[src/design/cvem_pkg.sv]
// Package for the cell voltage extremes monitor.
// Holds field widths, reset values, register indexes and the frame snapshot type.
// No dependencies.
package cvem_pkg;

   localparam int MV_W       = 16;
   localparam int POS_W      = 7;
   localparam int IDX_W      = 8;
   localparam int SUM_W      = 22;
   localparam int REP_IDX_W  = 16;
   localparam int CSR_ADDR_W = 2;
   localparam int CSR_DATA_W = 16;

   localparam int CELL_COUNT_DEF   = 16;
   localparam int STORED_CELLS_DEF = 16;
   localparam int INDEX_CLAMP_DEF  = 255;

   localparam logic [MV_W-1:0]  CELL_LOW_RST    = 16'd1000;
   localparam logic [MV_W-1:0]  CELL_HIGH_RST   = 16'd6000;
   localparam logic [MV_W-1:0]  STATUS_CODE_RST = 16'h0069;
   localparam logic [POS_W-1:0] MAX_CELLS_RST   = 7'd8;

   // Pack rescale: raw limit, scale factor and the 90 to 110 percent band.
   localparam int RESCALE_RAW_MAX = 6553;
   localparam int RESCALE_FACTOR  = 10;
   localparam int BAND_LO_NUM     = 9;
   localparam int BAND_HI_NUM     = 11;
   localparam int CHECK_W         = 27;

   typedef enum logic [CSR_ADDR_W-1:0] {
      CSR_CELL_LOW    = 2'd0,
      CSR_CELL_HIGH   = 2'd1,
      CSR_STATUS_CODE = 2'd2,
      CSR_MAX_CELLS   = 2'd3
   } csr_index_type;

   // Everything the summary needs, captured when the last item of a frame is taken.
   typedef struct packed {
      logic [MV_W-1:0]      run_min_mv;
      logic [MV_W-1:0]      run_max_mv;
      logic [POS_W-1:0]     run_min_pos;
      logic [POS_W-1:0]     run_max_pos;
      logic [POS_W-1:0]     valid_count;
      logic [POS_W-1:0]     stored_count;
      logic [SUM_W-1:0]     cell_sum;
      logic                 pack_present;
      logic [MV_W-1:0]      pack_raw;
      logic                 status_present;
      logic                 status_ok;
      logic                 rep_present;
      logic [MV_W-1:0]      rep_min_mv;
      logic [MV_W-1:0]      rep_max_mv;
      logic [REP_IDX_W-1:0] rep_min_idx;
      logic [REP_IDX_W-1:0] rep_max_idx;
   } snap_type;

   typedef struct packed {
      logic              extremes_valid;
      logic [MV_W-1:0]   min_cell_mv;
      logic [MV_W-1:0]   max_cell_mv;
      logic [IDX_W-1:0]  min_cell_index;
      logic [IDX_W-1:0]  max_cell_index;
      logic [POS_W-1:0]  valid_cell_count;
      logic [POS_W-1:0]  stored_cell_count;
      logic              pack_valid;
      logic [MV_W-1:0]   pack_voltage_cv;
      logic              any_data;
   } summary_type;

endpackage

[src/design/cvem_summary.sv]
// Summary stage of the cell voltage extremes monitor: a snapshot register, the
// extremes selection and pack rescale check, and the result register.
// Depends on cvem_pkg.
module cvem_summary #(
   parameter int unsigned INDEX_CLAMP = cvem_pkg::INDEX_CLAMP_DEF
) (
   input  logic                          clock,
   input  logic                          reset,
   input  logic                          snap_load,
   input  cvem_pkg::snap_type            snap_data,
   output logic                          snap_ready,
   input  logic [cvem_pkg::POS_W-1:0]    max_cells,
   output logic                          rsp_valid,
   input  logic                          rsp_stall,
   output cvem_pkg::summary_type         rsp_data
);
   import cvem_pkg::*;

   logic        snap_valid_ff, snap_valid_in;
   snap_type    snap_ff, snap_in;
   logic        rsp_valid_ff, rsp_valid_in;
   summary_type rsp_ff, rsp_in;
   summary_type sum_calc;
   logic        out_ready;

   logic [CHECK_W-1:0] sum_lo, sum_hi, raw_x100;
   logic [MV_W-1:0]    raw_x10;
   logic               rescale_ok;

   assign out_ready  = !rsp_valid_ff || !rsp_stall;
   assign snap_ready = !snap_valid_ff || out_ready;

   always_comb begin
      snap_valid_in = snap_valid_ff;
      snap_in       = snap_ff;
      if (snap_load) begin
         snap_valid_in = 1'b1;
         snap_in       = snap_data;
      end else if (out_ready) begin
         snap_valid_in = 1'b0;
      end
   end

   // floor(sum*9/10) <= raw*10 is the same as sum*9 <= raw*100 + 9, and
   // raw*10 <= floor(sum*11/10) is the same as raw*100 <= sum*11.
   always_comb begin
      sum_lo   = CHECK_W'(snap_ff.cell_sum) * CHECK_W'(BAND_LO_NUM);
      sum_hi   = CHECK_W'(snap_ff.cell_sum) * CHECK_W'(BAND_HI_NUM);
      raw_x100 = CHECK_W'(snap_ff.pack_raw) * CHECK_W'(RESCALE_FACTOR * RESCALE_FACTOR);
      raw_x10  = MV_W'(snap_ff.pack_raw * MV_W'(RESCALE_FACTOR));
      rescale_ok = (snap_ff.pack_raw != '0)
                && (snap_ff.pack_raw <= MV_W'(RESCALE_RAW_MAX))
                && snap_ff.status_ok
                && (snap_ff.valid_count != '0)
                && (snap_ff.valid_count <= max_cells)
                && (sum_lo <= raw_x100 + CHECK_W'(BAND_LO_NUM))
                && (raw_x100 <= sum_hi);
   end

   always_comb begin
      sum_calc = '0;
      if (snap_ff.rep_present) begin
         sum_calc.extremes_valid = 1'b1;
         sum_calc.min_cell_mv    = snap_ff.rep_min_mv;
         sum_calc.max_cell_mv    = snap_ff.rep_max_mv;
         sum_calc.min_cell_index = (snap_ff.rep_min_idx > REP_IDX_W'(INDEX_CLAMP))
                                 ? IDX_W'(INDEX_CLAMP) : snap_ff.rep_min_idx[IDX_W-1:0];
         sum_calc.max_cell_index = (snap_ff.rep_max_idx > REP_IDX_W'(INDEX_CLAMP))
                                 ? IDX_W'(INDEX_CLAMP) : snap_ff.rep_max_idx[IDX_W-1:0];
      end else if (snap_ff.valid_count != '0) begin
         sum_calc.extremes_valid = 1'b1;
         sum_calc.min_cell_mv    = snap_ff.run_min_mv;
         sum_calc.max_cell_mv    = snap_ff.run_max_mv;
         sum_calc.min_cell_index = IDX_W'(snap_ff.run_min_pos);
         sum_calc.max_cell_index = IDX_W'(snap_ff.run_max_pos);
      end
      sum_calc.valid_cell_count  = snap_ff.valid_count;
      sum_calc.stored_cell_count = snap_ff.stored_count;
      sum_calc.pack_valid        = snap_ff.pack_present;
      if (snap_ff.pack_present) begin
         sum_calc.pack_voltage_cv = rescale_ok ? raw_x10 : snap_ff.pack_raw;
      end
      sum_calc.any_data = sum_calc.extremes_valid || (snap_ff.stored_count != '0)
                       || snap_ff.pack_present || snap_ff.status_present;
   end

   always_comb begin
      rsp_valid_in = rsp_valid_ff;
      rsp_in       = rsp_ff;
      if (out_ready) begin
         rsp_valid_in = snap_valid_ff;
         if (snap_valid_ff) begin
            rsp_in = sum_calc;
         end
      end
   end

   always_ff @(posedge clock) begin
      if (reset) begin
         snap_valid_ff <= 1'b0;
         rsp_valid_ff  <= 1'b0;
      end else begin
         snap_valid_ff <= snap_valid_in;
         rsp_valid_ff  <= rsp_valid_in;
      end
   end

   always_ff @(posedge clock) begin
      snap_ff <= snap_in;
      rsp_ff  <= rsp_in;
   end

   assign rsp_valid = rsp_valid_ff;
   assign rsp_data  = rsp_ff;

endmodule

[src/design/cell_voltage_extremes_monitor_unit.sv]
// Top level of the cell voltage extremes monitor: configuration registers and
// the per-frame accumulator. Depends on cvem_pkg and cvem_summary.
//
// Takes one cell reading per item, every cycle. Readings inside the
// [cell_low_mv, cell_high_mv] window update a running minimum, maximum, count
// and sum; the item flagged last closes the frame. Its summary reaches the rsp_
// port through the snapshot register, which loads when that item is accepted,
// and then the result register. The frame state is cleared on that same accept,
// so the next frame may start right behind it.
// Input is stalled only when the snapshot register and the result register both
// hold a summary and rsp_stall is high.
// Write the configuration registers only while no frame is in flight.
module cell_voltage_extremes_monitor_unit #(
   parameter int unsigned CELL_COUNT   = cvem_pkg::CELL_COUNT_DEF,
   parameter int unsigned STORED_CELLS = cvem_pkg::STORED_CELLS_DEF,
   parameter int unsigned INDEX_CLAMP  = cvem_pkg::INDEX_CLAMP_DEF
) (
   input  logic                             clock,
   input  logic                             reset,

   input  logic                             csr_wen,
   input  logic [cvem_pkg::CSR_ADDR_W-1:0]  csr_index,
   input  logic [cvem_pkg::CSR_DATA_W-1:0]  csr_wdata,

   input  logic                             req_valid,
   output logic                             req_stall,
   input  logic                             req_cell_present,
   input  logic [cvem_pkg::MV_W-1:0]        req_cell_mv,
   input  logic                             req_last_cell,
   input  logic                             req_pack_present,
   input  logic [cvem_pkg::MV_W-1:0]        req_pack_raw,
   input  logic                             req_status_present,
   input  logic [cvem_pkg::MV_W-1:0]        req_status_word,
   input  logic                             req_reported_present,
   input  logic [cvem_pkg::MV_W-1:0]        req_reported_min_mv,
   input  logic [cvem_pkg::MV_W-1:0]        req_reported_max_mv,
   input  logic [cvem_pkg::REP_IDX_W-1:0]   req_reported_min_index,
   input  logic [cvem_pkg::REP_IDX_W-1:0]   req_reported_max_index,

   output logic                             rsp_valid,
   input  logic                             rsp_stall,
   output logic                             rsp_extremes_valid,
   output logic [cvem_pkg::MV_W-1:0]        rsp_min_cell_mv,
   output logic [cvem_pkg::MV_W-1:0]        rsp_max_cell_mv,
   output logic [cvem_pkg::IDX_W-1:0]       rsp_min_cell_index,
   output logic [cvem_pkg::IDX_W-1:0]       rsp_max_cell_index,
   output logic [cvem_pkg::POS_W-1:0]       rsp_valid_cell_count,
   output logic [cvem_pkg::POS_W-1:0]       rsp_stored_cell_count,
   output logic                             rsp_pack_valid,
   output logic [cvem_pkg::MV_W-1:0]        rsp_pack_voltage_cv,
   output logic                             rsp_any_data
);
   import cvem_pkg::*;

   logic [MV_W-1:0]  cell_low_ff, cell_low_in;
   logic [MV_W-1:0]  cell_high_ff, cell_high_in;
   logic [MV_W-1:0]  status_code_ff, status_code_in;
   logic [POS_W-1:0] max_cells_ff, max_cells_in;

   logic [POS_W-1:0] pos_ff, pos_in;
   logic [MV_W-1:0]  min_mv_ff, min_mv_in;
   logic [MV_W-1:0]  max_mv_ff, max_mv_in;
   logic [POS_W-1:0] min_pos_ff, min_pos_in;
   logic [POS_W-1:0] max_pos_ff, max_pos_in;
   logic [POS_W-1:0] vcount_ff, vcount_in;
   logic [POS_W-1:0] stored_ff, stored_in;
   logic [SUM_W-1:0] sum_ff, sum_in;

   logic [POS_W-1:0] pos_upd, min_pos_upd, max_pos_upd, vcount_upd, stored_upd;
   logic [MV_W-1:0]  min_mv_upd, max_mv_upd;
   logic [SUM_W-1:0] sum_upd;
   logic             in_frame, cell_ok, accept, snap_ready;
   snap_type         snap;
   summary_type      rsp_data;

   always_comb begin
      cell_low_in    = cell_low_ff;
      cell_high_in   = cell_high_ff;
      status_code_in = status_code_ff;
      max_cells_in   = max_cells_ff;
      if (csr_wen) begin
         case (csr_index)
            CSR_CELL_LOW:    cell_low_in    = csr_wdata;
            CSR_CELL_HIGH:   cell_high_in   = csr_wdata;
            CSR_STATUS_CODE: status_code_in = csr_wdata;
            CSR_MAX_CELLS:   max_cells_in   = csr_wdata[POS_W-1:0];
            default: ;
         endcase
      end
   end

   assign req_stall = !snap_ready;
   assign accept    = req_valid && snap_ready;

   // Positions past the cell count are ignored and the position holds there.
   always_comb begin
      in_frame    = pos_ff < POS_W'(CELL_COUNT);
      pos_upd     = pos_ff;
      min_mv_upd  = min_mv_ff;
      max_mv_upd  = max_mv_ff;
      min_pos_upd = min_pos_ff;
      max_pos_upd = max_pos_ff;
      vcount_upd  = vcount_ff;
      stored_upd  = stored_ff;
      sum_upd     = sum_ff;
      cell_ok     = in_frame && req_cell_present
                 && (req_cell_mv >= cell_low_ff) && (req_cell_mv <= cell_high_ff);
      if (in_frame) begin
         pos_upd = pos_ff + POS_W'(1);
      end
      if (cell_ok) begin
         if (pos_ff < POS_W'(STORED_CELLS)) begin
            stored_upd = pos_upd;
         end
         vcount_upd = vcount_ff + POS_W'(1);
         sum_upd    = sum_ff + SUM_W'(req_cell_mv);
         // Strict compares keep the first position on ties.
         if (req_cell_mv < min_mv_ff) begin
            min_mv_upd  = req_cell_mv;
            min_pos_upd = pos_upd;
         end
         if (req_cell_mv > max_mv_ff) begin
            max_mv_upd  = req_cell_mv;
            max_pos_upd = pos_upd;
         end
      end
   end

   always_comb begin
      pos_in     = pos_ff;
      min_mv_in  = min_mv_ff;
      max_mv_in  = max_mv_ff;
      min_pos_in = min_pos_ff;
      max_pos_in = max_pos_ff;
      vcount_in  = vcount_ff;
      stored_in  = stored_ff;
      sum_in     = sum_ff;
      if (accept) begin
         if (req_last_cell) begin
            pos_in     = '0;
            min_mv_in  = '1;
            max_mv_in  = '0;
            min_pos_in = '0;
            max_pos_in = '0;
            vcount_in  = '0;
            stored_in  = '0;
            sum_in     = '0;
         end else begin
            pos_in     = pos_upd;
            min_mv_in  = min_mv_upd;
            max_mv_in  = max_mv_upd;
            min_pos_in = min_pos_upd;
            max_pos_in = max_pos_upd;
            vcount_in  = vcount_upd;
            stored_in  = stored_upd;
            sum_in     = sum_upd;
         end
      end
   end

   always_comb begin
      snap.run_min_mv     = min_mv_upd;
      snap.run_max_mv     = max_mv_upd;
      snap.run_min_pos    = min_pos_upd;
      snap.run_max_pos    = max_pos_upd;
      snap.valid_count    = vcount_upd;
      snap.stored_count   = stored_upd;
      snap.cell_sum       = sum_upd;
      snap.pack_present   = req_pack_present;
      snap.pack_raw       = req_pack_raw;
      snap.status_present = req_status_present;
      snap.status_ok      = req_status_present && (req_status_word == status_code_ff);
      snap.rep_present    = req_reported_present;
      snap.rep_min_mv     = req_reported_min_mv;
      snap.rep_max_mv     = req_reported_max_mv;
      snap.rep_min_idx    = req_reported_min_index;
      snap.rep_max_idx    = req_reported_max_index;
   end

   always_ff @(posedge clock) begin
      if (reset) begin
         cell_low_ff    <= CELL_LOW_RST;
         cell_high_ff   <= CELL_HIGH_RST;
         status_code_ff <= STATUS_CODE_RST;
         max_cells_ff   <= MAX_CELLS_RST;
         pos_ff         <= '0;
         min_mv_ff      <= '1;
         max_mv_ff      <= '0;
         min_pos_ff     <= '0;
         max_pos_ff     <= '0;
         vcount_ff      <= '0;
         stored_ff      <= '0;
         sum_ff         <= '0;
      end else begin
         cell_low_ff    <= cell_low_in;
         cell_high_ff   <= cell_high_in;
         status_code_ff <= status_code_in;
         max_cells_ff   <= max_cells_in;
         pos_ff         <= pos_in;
         min_mv_ff      <= min_mv_in;
         max_mv_ff      <= max_mv_in;
         min_pos_ff     <= min_pos_in;
         max_pos_ff     <= max_pos_in;
         vcount_ff      <= vcount_in;
         stored_ff      <= stored_in;
         sum_ff         <= sum_in;
      end
   end

   cvem_summary #(
      .INDEX_CLAMP (INDEX_CLAMP)
   ) u_summary (
      .clock      (clock),
      .reset      (reset),
      .snap_load  (accept && req_last_cell),
      .snap_data  (snap),
      .snap_ready (snap_ready),
      .max_cells  (max_cells_ff),
      .rsp_valid  (rsp_valid),
      .rsp_stall  (rsp_stall),
      .rsp_data   (rsp_data)
   );

   assign rsp_extremes_valid    = rsp_data.extremes_valid;
   assign rsp_min_cell_mv       = rsp_data.min_cell_mv;
   assign rsp_max_cell_mv       = rsp_data.max_cell_mv;
   assign rsp_min_cell_index    = rsp_data.min_cell_index;
   assign rsp_max_cell_index    = rsp_data.max_cell_index;
   assign rsp_valid_cell_count  = rsp_data.valid_cell_count;
   assign rsp_stored_cell_count = rsp_data.stored_cell_count;
   assign rsp_pack_valid        = rsp_data.pack_valid;
   assign rsp_pack_voltage_cv   = rsp_data.pack_voltage_cv;
   assign rsp_any_data          = rsp_data.any_data;

`ifndef ASSERT_OFF
   a_frame_cleared: assert property (@(posedge clock) disable iff (reset)
      accept && req_last_cell |=> pos_ff == '0 && vcount_ff == '0 && sum_ff == '0)
      else $error("frame state not cleared after the last item");

   a_counts_bounded: assert property (@(posedge clock) disable iff (reset)
      rsp_valid |-> rsp_valid_cell_count <= POS_W'(CELL_COUNT)
                 && rsp_stored_cell_count <= POS_W'(STORED_CELLS)
                 && rsp_stored_cell_count <= POS_W'(CELL_COUNT))
      else $error("cell counts exceed the frame size");

   a_no_extremes_zero: assert property (@(posedge clock) disable iff (reset)
      rsp_valid && !rsp_extremes_valid |-> rsp_min_cell_mv == '0 && rsp_max_cell_mv == '0
                 && rsp_min_cell_index == '0 && rsp_max_cell_index == '0)
      else $error("extremes reported without a source");

   a_pack_absent_zero: assert property (@(posedge clock) disable iff (reset)
      rsp_valid && !rsp_pack_valid |-> rsp_pack_voltage_cv == '0)
      else $error("pack voltage reported without a pack reading");
`endif

endmodule

[config.mk]
export PLATFORM = sky130hd
export DESIGN_NAME = cell_voltage_extremes_monitor_unit
export DESIGN_NICKNAME = d
export VERILOG_FILES = /design/src/design/cvem_pkg.sv /design/src/design/cvem_summary.sv /design/src/design/cell_voltage_extremes_monitor_unit.sv
export SDC_FILE = /design/constraint.sdc
export NUM_CORES = 1
export LEC_CHECK = 0
export BUFFER_PORTS_ARGS = -buffer_cell sky130_fd_sc_hd__buf_4
export CELL_PAD_IN_SITES_DETAIL_PLACEMENT = 1
export CELL_PAD_IN_SITES_GLOBAL_PLACEMENT = 2
export CORE_ASPECT_RATIO = 1.4
export CORE_UTILIZATION = 30
export CTS_CLUSTER_DIAMETER = 120
export DETAILED_ROUTE_END_ITERATION = 8
export GPL_TIMING_DRIVEN = 1
export PLACE_DENSITY = 0.64
export SLEW_MARGIN = 10
export SYNTH_ARGS = -nofsm -noshare
export SYNTH_HDL_FRONTEND = slang
export SYNTH_HIERARCHICAL = 1
export SYNTH_SLANG_ARGS = --single-unit
[constraint.sdc]
create_clock -name clock -period 23.4 [get_ports clock]
set_input_delay 3.51 -clock clock [delete_from_list [all_inputs] [get_ports clock]]
set_output_delay 3.51 -clock clock [all_outputs]
set_load 0.1 [all_outputs]
==> results of run 1 <==
==> cell type report <==
| class | instances | area share (%) |
|---|---|---|
| Multi-Input combinational cell | 1676 | 44.9 |
| Sequential cell | 393 | 36.0 |
| Timing Repair Buffer | 239 | 6.25 |
| Tap cell | 1062 | 4.63 |
| Clock buffer | 59 | 4.32 |
| Inverter | 242 | 3.17 |
| Clock inverter | 24 | 0.724 |
==> how the worst max path moves through the flow <==
| stage | slack [ns] | startpoint | cells past startpoint | endpoint |
|---|---|---|---|---|
| after floorplan | 13.36 | rsp_stall | 1 | u_summary/rsp_data[0] |
| after global routing | 15.70 | rsp_stall | 4 | req_stall |
| after detailed placement | 15.74 | rsp_stall | 4 | req_stall |
| after CTS | 15.74 | rsp_stall | 4 | req_stall |
| final | 15.75 | rsp_stall | 4 | req_stall |
| after global placement | 15.76 | rsp_stall | 4 | req_stall |
==> metrics by stage <==
step	hold WS [ns]	total power, W	cell area, um2	instances	worst slack, ns
floorplan	0.421	0.00110	24400	2381	13.36
global placement	0.438	0.00123	27200	3612	15.76
detailed placement	0.441	0.00124	27200	3612	15.74
CTS	0.458	0.00195	28700	3695	15.74
global route	0.474	0.00202	28700	3695	15.70
finish	0.451	0.00192	28700	3695	15.75
==> power by group <==
group	switching, W	internal [W]	leakage (nW)	total (W)
registers	0.0000163	0.000760	3.50	0.000776
logic	0.000266	0.000176	8.43	0.000441
clock network	0.000303	0.000398	0.706	0.000701
total	0.000585	0.00133	12.6	0.00192
==> flip-flops by register name, summed over array words and instances (netlist names), 16 cells and up <==
signal              count
status_code_ff         16
u_summary/snap_ff     166
cell_low_ff            16
u_summary/rsp_data     81
min_mv_ff              16
max_mv_ff              16
sum_ff                 22
cell_high_ff           16
==> Yosys cell counts (9+ instances only) <==
cell	instances	area, um2
mux2_2	51	574
a21oi_1	137	686
o21ai_0	113	566
nor2b_1	23	144
a22o_1	45	394
nand3b_1	16	120
o21a_1	30	225
xnor2_1	71	622
nand2_1	259	972
or3_1	10	62.6
buf_2	12	60.1
dfxtp_1	146	2920
mux2i_1	38	380
fa_1	33	661
nor2_1	114	428
ha_1	307	3840
o21bai_1	9	67.6
a211oi_1	15	113
xor2_1	45	394
nor4_1	15	93.8
inv_1	242	908
o211ai_1	12	90.1
nor3_1	25	125
a211o_1	11	96.3
and2_1	21	131
o31ai_1	10	75.1
clkbuf_1	46	173
nand4_1	33	206
a21o_1	49	368
edfxtp_1	247	7420
nand2b_1	12	75.1
nand3_1	38	190
and3_1	13	81.3
==> metal layers <==
layer	share of wire (%)	vias up	track usage (%)	wire, um
met3	3.0	105	2.51	2240
met4	3.6	2	6.71	2690
met5	0.019	-	0	14
met2	54	253	34.8	40600
li1	-	8956	-	-
met1	40	9015	20.1	30000
==> cell families after synthesis <==
kind of cell    synth area share [%]
simple gates                    11.9
fa+ha+maj                       18.4
compound gates                  14.2
flops                           42.3
mux                             3.91
xor+xnor                        4.16
buf+inv                         5.09
==> flow_summary_export.csv, run 1 <==
group,metric,value,unit
finish,drive_gt1_share,14.6,%
yosys,synthesis.area,0.0244,mm2
worst_setup_path,crit_chain,"buf_4 -> nand3_1 -> inv_1 -> buf_4",
floorplan,core,0.0805,mm2
worst_setup_path,rr_endpoint,"u_summary/rsp_data[15]",
yosys,syn_inst,2381,
yosys,synth.distinct_cells,93,
clock_tree,post-cts-setup-buffers,0,
sta,final-setup-viol-count,0,
floorplan,die_h,340,um
global_route,grt_pass1_vias,19900,
route,wl_per_cell,20.5,um
worst_setup_path,cp-start-kind,"primary input",
hold_path,hold_path.class,"reg -> reg",
worst_setup_path,endpoint_kind,"primary output",
worst_setup_path,slowest_stage,"buf_4",
worst_setup_path,r2r_slack,16.53,ns
finish,seq_area,0.0103,mm2
worst_setup_path,cp.arrival,4.14,ns
clock_tree,cts_buffer_depth,3,
run_status,status,"finished, final reports clean",
finish,area_growth,17.4,%
worst_setup_path,crit_type,"in -> out",
route,vias_per_cell,4.96,
floorplan,die_w,243,um
finish,multi_input_comb_area,0.0129,mm2
clock_tree,clk_pin_slew,0.05,ns
route,drt-total-wl,75600,um
hold_path,hold_end,"stored_ff[5]",
global_route,grt_max_degree,71,
sta,maxSlewHeadroom,21.1,%
global_route,grt_overflow,0,
yosys,yosysSeqAreaShare,42.3,%
sta,clock.fmax,131,MHz
floorplan,design.die.area,0.0826,mm2
finish,nets,3077,
hold_path,holdPathStages,1,
clock_tree,hold_buffers,0,
global_route,antenna_found_initial,5,
route,drt-pass1-iter-count,4,
worst_setup_path,cp_num_buf_inv,3,
yosys,ys_seq_elements,393,
global_route,grt_pass1_wl,116000,um
sta,period_share,32.7,%
clock_tree,cts_tree,"yes",
hold_path,min_from,"stored_ff[5]",
clock_tree,root_buffer,"clkbuf_16",
finish,post-route-util,35.6,%
route,route.detailed.drc,0,
sta,post-route-min-period,7.65,ns
pwr,powerDensity,66.9,mW/mm2
route,antenna_left,0,
sta,finalHoldViolations,0,
place,place.gp.congestion,0.813,
worst_setup_path,crit_family,"buffers and inverters",
worst_setup_path,r2r_cells,21,
worst_setup_path,timing.rr.start,"u_summary/snap_ff[74]",
clock_tree,cts_num_sinks,393,
floorplan,rows,123,
route,vias,18300,
worst_setup_path,worstPathRequired,19.89,ns
global_route,grtUsageTotal,18.2,%
floorplan,start_util,30.3,%
yosys,syn-num-nets,2861,
yosys,syn_avg_cell_area,10.3,um2
pwr,irDropWorstVdd,0.0509,mV
worst_setup_path,critPathMaxFanout,5,
worst_setup_path,slowest_delay,0.28,ns
pwr,power_leakage,12.6,nW
job,max_cap_viol_count,0,
sta,final_max_slew_viol_count,0,
floorplan,boundaryPins,223,
yosys,synth_flop_cell,"edfxtp_1",
finish,fillCellCount,8986,
finish,final_common_cell,"ha_1",
clock_tree,numCtsBuffers,45,
finish,num_antenna_cells,0,
worst_setup_path,crit_path_frequent_cell,"buf_4",
yosys,synth_edf_count,247,
clock_tree,htree_levels,2,
place,hpwl,59000,um
sta,fin_setup_tns,0,ns
yosys,yosysWarnings,6,
finish,mostFrequentLayoutCells,"ha_1 (307), nand2_1 (258), edfxtp_1 (247)",
place,port-buffer-count,222,
sta,finClkSkew,0.0238,ns
route,drt_iter0_drc,589,
sta,rsz0062_at_grt,"no",
clock_tree,cts_resized,0,
sta,tightest_slew,1.18,ns
clock_tree,clk_latency,0.60,ns
yosys,async_flop_share,0,%
(Power assumes the default switching activity.)
==> run 2, diff against run 1 <==
- PLACE_DENSITY: 0.64 -> 0.67
- clock period: 23.4 -> 7.01 ns (I/O delays scaled with it)
==> flow_summary_export.csv, run 2 (synthesis results as in run 1) <==
group,metric,value,unit
finish,area_growth,17.6,%
finish,seq_area,0.0103,mm2
worst_setup_path,worstPathRequired,7.32,ns
place,port-buffer-count,222,
job,max_cap_viol_count,0,
route,vias,18400,
route,vias_per_cell,4.97,
route,wl_per_cell,20.4,um
finish,final_common_cell,"ha_1",
clock_tree,cts_num_sinks,393,
finish,multi_input_comb_area,0.0129,mm2
sta,period_share,94.6,%
route,antenna_left,0,
place,hpwl,58500,um
sta,maxSlewHeadroom,21.9,%
hold_path,hold_path.class,"reg -> reg",
worst_setup_path,critPathMaxFanout,16,
route,route.detailed.drc,0,
global_route,grt_overflow,0,
global_route,grt_pass1_vias,19800,
finish,fillCellCount,8999,
worst_setup_path,endpoint_kind,"register",
worst_setup_path,cp.arrival,6.94,ns
sta,finalHoldViolations,0,
clock_tree,cts_resized,0,
floorplan,boundaryPins,223,
sta,finClkSkew,0.0188,ns
run_status,status,"finished, final reports clean",
global_route,antenna_found_initial,2,
floorplan,start_util,30.3,%
pwr,irDropWorstVdd,0.141,mV
sta,post-route-min-period,6.63,ns
sta,rsz0062_at_grt,"no",
global_route,grt_max_degree,117,
floorplan,die_h,340,um
sta,final_max_slew_viol_count,0,
worst_setup_path,slowest_stage,"a211o_1",
worst_setup_path,slowest_delay,0.65,ns
floorplan,die_w,243,um
place,place.gp.congestion,0.839,
clock_tree,numCtsBuffers,44,
route,drt_iter0_drc,661,
worst_setup_path,crit_chain,"inv_1 -> ha_1 -> ha_1 -> fa_1 -> ha_1 -> o21a_1 -> o31a_1 -> and3b_1 -> nor3_1 -> nand4_1 -> nor2b_1 -> xnor2_1 -> ha_1 -> a21o_1 -> a21o_1 -> a21oi_1 -> o21bai_1 -> a221oi_1 -> o211ai_1 -> a211o_1 -> mux2i_1",
floorplan,core,0.0805,mm2
finish,mostFrequentLayoutCells,"ha_1 (307), nand2_1 (258), edfxtp_1 (247)",
clock_tree,cts_buffer_depth,3,
finish,largest_register_ffs,166,
finish,nets,3078,
sta,fin_setup_tns,0,ns
worst_setup_path,crit_type,"reg -> reg",
finish,final_area,0.0287,mm2
finish,regMostFlops,"u_summary/snap_ff",
route,drt-total-wl,75500,um
clock_tree,root_buffer,"clkbuf_16",
clock_tree,hold_buffers,0,
worst_setup_path,crit_path_frequent_cell,"ha_1",
clock_tree,clk_latency,0.60,ns
finish,drive_gt1_share,14.8,%
global_route,grt_pass1_wl,115000,um
pwr,power_leakage,12.7,nW
route,drt-pass1-iter-count,5,
floorplan,design.die.area,0.0826,mm2
clock_tree,cts_tree,"yes",
global_route,grtUsageTotal,18.1,%
worst_setup_path,cp-start-kind,"register",
clock_tree,htree_levels,2,
sta,clock.fmax,151,MHz
place,place_area,0.0273,mm2
sta,final-setup-viol-count,0,
clock_tree,post-cts-setup-buffers,0,
sta,tightest_slew,1.17,ns
clock_tree,clk_pin_slew,0.06,ns
pwr,powerDensity,226,mW/mm2
floorplan,rows,123,
==> run 2: cell count changes in the layout (fill, tap and decap cells not counted), sizes merged <==
cell	previous run	this run
clkinv	18	13
buf	239	241
bufinv	2	4
diode	0	2
clkbuf	59	60
inv	245	246
==> run 2: through the flow <==
stage / utilization (%) / instances / setup WS (ns) / hold WS [ns] / total power, W
after global routing: 35.7 / 3697 / 0.0719 / 0.466 / 0.00681
after CTS: 35.7 / 3696 / 0.414 / 0.453 / 0.00658
after floorplan: - / 2381 / 0.509 / 0.421 / 0.00367
final: 35.7 / 3698 / 0.378 / 0.453 / 0.00648
after global placement: 33.9 / 3614 / 0.662 / 0.434 / 0.00412
after detailed placement: 33.9 / 3614 / 0.456 / 0.439 / 0.00415
==> run 2: cell type report <==
cell class                 instances  area share, %
tap                             1062           4.62
inverter                         242           3.16
timing repair buffer             241           6.34
sequential                       393           36.0
antenna                            2         0.0174
multi-input combinational       1676           44.8
clock inverter                    22          0.867
clock buffer                      60           4.22
==> run 2: where the power goes <==
| group | internal [W] | switching (W) |
|---|---|---|
| registers | 0.00254 | 0.0000472 |
| logic | 0.000589 | 0.000915 |
| clock network | 0.00138 | 0.00102 |
| total | 0.00450 | 0.00198 |
==> run 2: worst paths after layout <==
path	start	to	slack, ns	cells after the start
worst min register to register	max_pos_ff[5]	max_pos_ff[5]	0.45	1
worst max register to register	u_summary/snap_ff[71]	u_summary/rsp_data[13]	0.38	21
worst max-delay path	u_summary/snap_ff[71]	u_summary/rsp_data[13]	0.38	21
worst min-delay path	max_pos_ff[5]	max_pos_ff[5]	0.45	1
==> run 2: worst max-delay path: cells and delay by family, from the launching register on <==
family,cells,cell delay [ns]
AO/OA/AOI/OAI,9,2.17
XOR/XNOR,1,0.16
multiplexers,1,0.25
buffers and inverters,1,0.09
AND/OR/NAND/NOR,4,1.29
flip-flops,1,0.58
adder cells (fa/ha/maj),5,1.77
==> run 2: metal layers <==
metal / up-vias / track usage [%] / wire length [um]
met5: - / 0 / 15
met4: 2 / 6.58 / 2620
met3: 107 / 2.56 / 2230
met2: 271 / 34.1 / 40100
met1: 9067 / 20.5 / 30600
li1: 8945 / - / -
==> run 3, diff against run 2 <==
--- a/config.mk
+++ b/config.mk
@@ -11,2 +11,3 @@
 export CORE_ASPECT_RATIO = 1.4
+export CORE_MARGIN = 4
 export CORE_UTILIZATION = 30
@@ -16,2 +17,3 @@
 export PLACE_DENSITY = 0.67
+export RECOVER_POWER = 25
 export SLEW_MARGIN = 10
--- a/constraint.sdc
+++ b/constraint.sdc
@@ -3,2 +3,2 @@
 set_output_delay 1.0515 -clock clock [all_outputs]
-set_load 0.1 [all_outputs]
+set_load 0.05 [all_outputs]
==> flow_summary_export.csv, run 3 (synthesis results as in run 1) <==
group,metric,value,unit
worst_setup_path,cp_num_buf_inv,3,
route,route.detailed.drc,0,
worst_setup_path,crit_path_frequent_cell,"ha_1",
sta,tightest_slew,3.28,ns
pwr,irDropWorstVdd,0.174,mV
worst_setup_path,r2r_cells,23,
hold_path,hold_path.class,"reg -> reg",
worst_setup_path,slowest_stage,"edfxtp_1",
pwr,power_leakage,12.6,nW
run_status,status,"finished with violations",
hold_path,hold_end,"max_pos_ff[5]",
hold_path,min_from,"max_pos_ff[5]",
sta,clock.fmax,157,MHz
route,antenna_left,0,
finish,multi_input_comb_area,0.0129,mm2
sta,whs,0.451,ns
global_route,grt_pass1_vias,20000,
job,max_cap_viol_count,4,
finish,fillCellCount,9047,
finish,drive_gt1_share,13.9,%
global_route,grt_max_degree,104,
route,wl_per_cell,20.8,um
floorplan,core,0.0805,mm2
finish,nets,3078,
finish,largest_register_ffs,166,
route,drt-pass1-iter-count,5,
floorplan,boundaryPins,223,
clock_tree,hold_buffers,0,
sta,fin_setup_tns,0,ns
worst_setup_path,rr_endpoint,"u_summary/rsp_data[12]",
route,drt-total-wl,77100,um
finish,final_common_cell,"ha_1",
sta,final-setup-viol-count,0,
finish,seq_area,0.0103,mm2
finish,regMostFlops,"u_summary/snap_ff",
sta,rsz0062_at_grt,"no",
floorplan,start_util,30.3,%
clock_tree,clk_pin_slew,0.07,ns
place,place_area,0.0273,mm2
worst_setup_path,slowest_delay,0.57,ns
place,place.gp.congestion,0.842,
route,drt_iter0_drc,603,
worst_setup_path,crit_chain,"inv_1 -> ha_1 -> ha_1 -> inv_1 -> fa_1 -> inv_1 -> ha_1 -> nor3_1 -> o211ai_1 -> and3b_1 -> nor3_1 -> nand4_1 -> nor2b_1 -> xnor2_1 -> ha_1 -> a21o_1 -> a21o_1 -> a21oi_1 -> o21bai_1 -> a221oi_1 -> o211ai_1 -> a211o_2 -> mux2i_1",
floorplan,die_h,346,um
clock_tree,clk_latency,0.60,ns
global_route,grt_overflow,0,
clock_tree,htree_levels,2,
finish,mostFrequentLayoutCells,"ha_1 (307), nand2_1 (258), edfxtp_1 (247)",
floorplan,die_w,249,um
worst_setup_path,cp.arrival,6.67,ns
worst_setup_path,timing.rr.start,"u_summary/snap_ff[73]",
route,vias_per_cell,5.02,
worst_setup_path,r2r_slack,0.65,ns
global_route,grt_pass1_wl,118000,um
sta,finalHoldViolations,0,
sta,period_share,90.7,%
route,vias,18600,
pwr,powerDensity,224,mW/mm2
finish,final_area,0.0286,mm2
clock_tree,cts_num_sinks,393,
sta,post-route-min-period,6.36,ns
worst_setup_path,crit_family,"compound AO/OA/AOI/OAI gates",
sta,maxSlewHeadroom,-119,%
worst_setup_path,critPathMaxFanout,16,
run_status,failed_checks,"capacitance limit, slew limit",
place,hpwl,59500,um
sta,final_max_slew_viol_count,172,
global_route,antenna_found_initial,3,
clock_tree,cts_buffer_depth,3,
clock_tree,root_buffer,"clkbuf_16",
sta,finClkSkew,0.0441,ns
floorplan,rows,123,
worst_setup_path,crit_type,"reg -> reg",
worst_setup_path,cp-start-kind,"register",
finish,area_growth,17.2,%
clock_tree,numCtsBuffers,45,
global_route,grtUsageTotal,17.4,%
hold_path,holdPathStages,1,
worst_setup_path,endpoint_kind,"register",
floorplan,design.die.area,0.0861,mm2
clock_tree,cts_tree,"yes",
worst_setup_path,worstPathRequired,7.33,ns
place,port-buffer-count,222,
[run 3: changes by cell type in the layout (fill, tap and decap cells not counted), sizes merged]
| cell | previous run | this run |
|---|---|---|
| clkbuf | 60 | 153 |
| buf | 241 | 152 |
| clkinv | 13 | 12 |
| diode | 2 | 3 |
| clkinvlp | 1 | 0 |
| bufinv | 4 | 2 |
[run 3: power by group]
group / total [W] / switching, W / internal (W)
clock network: 0.00235 / 0.00102 / 0.00134
logic: 0.00147 / 0.000885 / 0.000585
registers: 0.00258 / 0.0000482 / 0.00254
[run 3: layer usage]
metal  global-route usage, %  wire [um]  up-vias
met5                       0          0        -
met4                    6.17       2770        0
met3                    2.57       2600      113
met2                    32.6      40300      297
met1                    20.1      31400     9189
li1                        -          -     8954
[run 3: area by class of cell]
type / count / share of cell area [%]
clock buffers: 65 / 4.41
well taps: 1062 / 4.64
repair buffers: 240 / 6.07
inverters: 242 / 3.17
clock inverters: 18 / 0.669
flip-flops and latches: 393 / 36.1
diodes: 3 / 0.0262
multi-input cells: 1676 / 44.9
[run 3: repair_timing]
action,in CTS,in global routing
buffers inserted,0,0
endpoints found under the setup margin,0,14
resized for setup,0,1
[run 3: metrics by stage]
step	setup slack, ns	total power (W)	cells	utilization, %
6_report	0.652	0.00641	3699	35.6
2_1_floorplan	0.509	0.00362	2381	-
3_3_place_gp	0.627	0.00407	3613	33.9
3_5_place_dp	0.526	0.00411	3613	33.9
5_1_grt	0.145	0.00676	3697	35.6
4_1_cts	0.474	0.00651	3696	35.7
[run 3: worst max path at each step]
stage	startpoint	endpoint	slack, ns	cells after the start
after floorplan	req_last_cell	pos_ff[5]	0.51	4
after detailed placement	u_summary/snap_ff[71]	u_summary/rsp_data[5]	0.53	21
after CTS	u_summary/snap_ff[71]	u_summary/rsp_data[11]	0.47	21
after global placement	u_summary/snap_ff[71]	u_summary/rsp_data[1]	0.63	23
final	u_summary/snap_ff[73]	u_summary/rsp_data[12]	0.65	23
after global routing	u_summary/snap_ff[70]	u_summary/rsp_data[2]	0.15	23
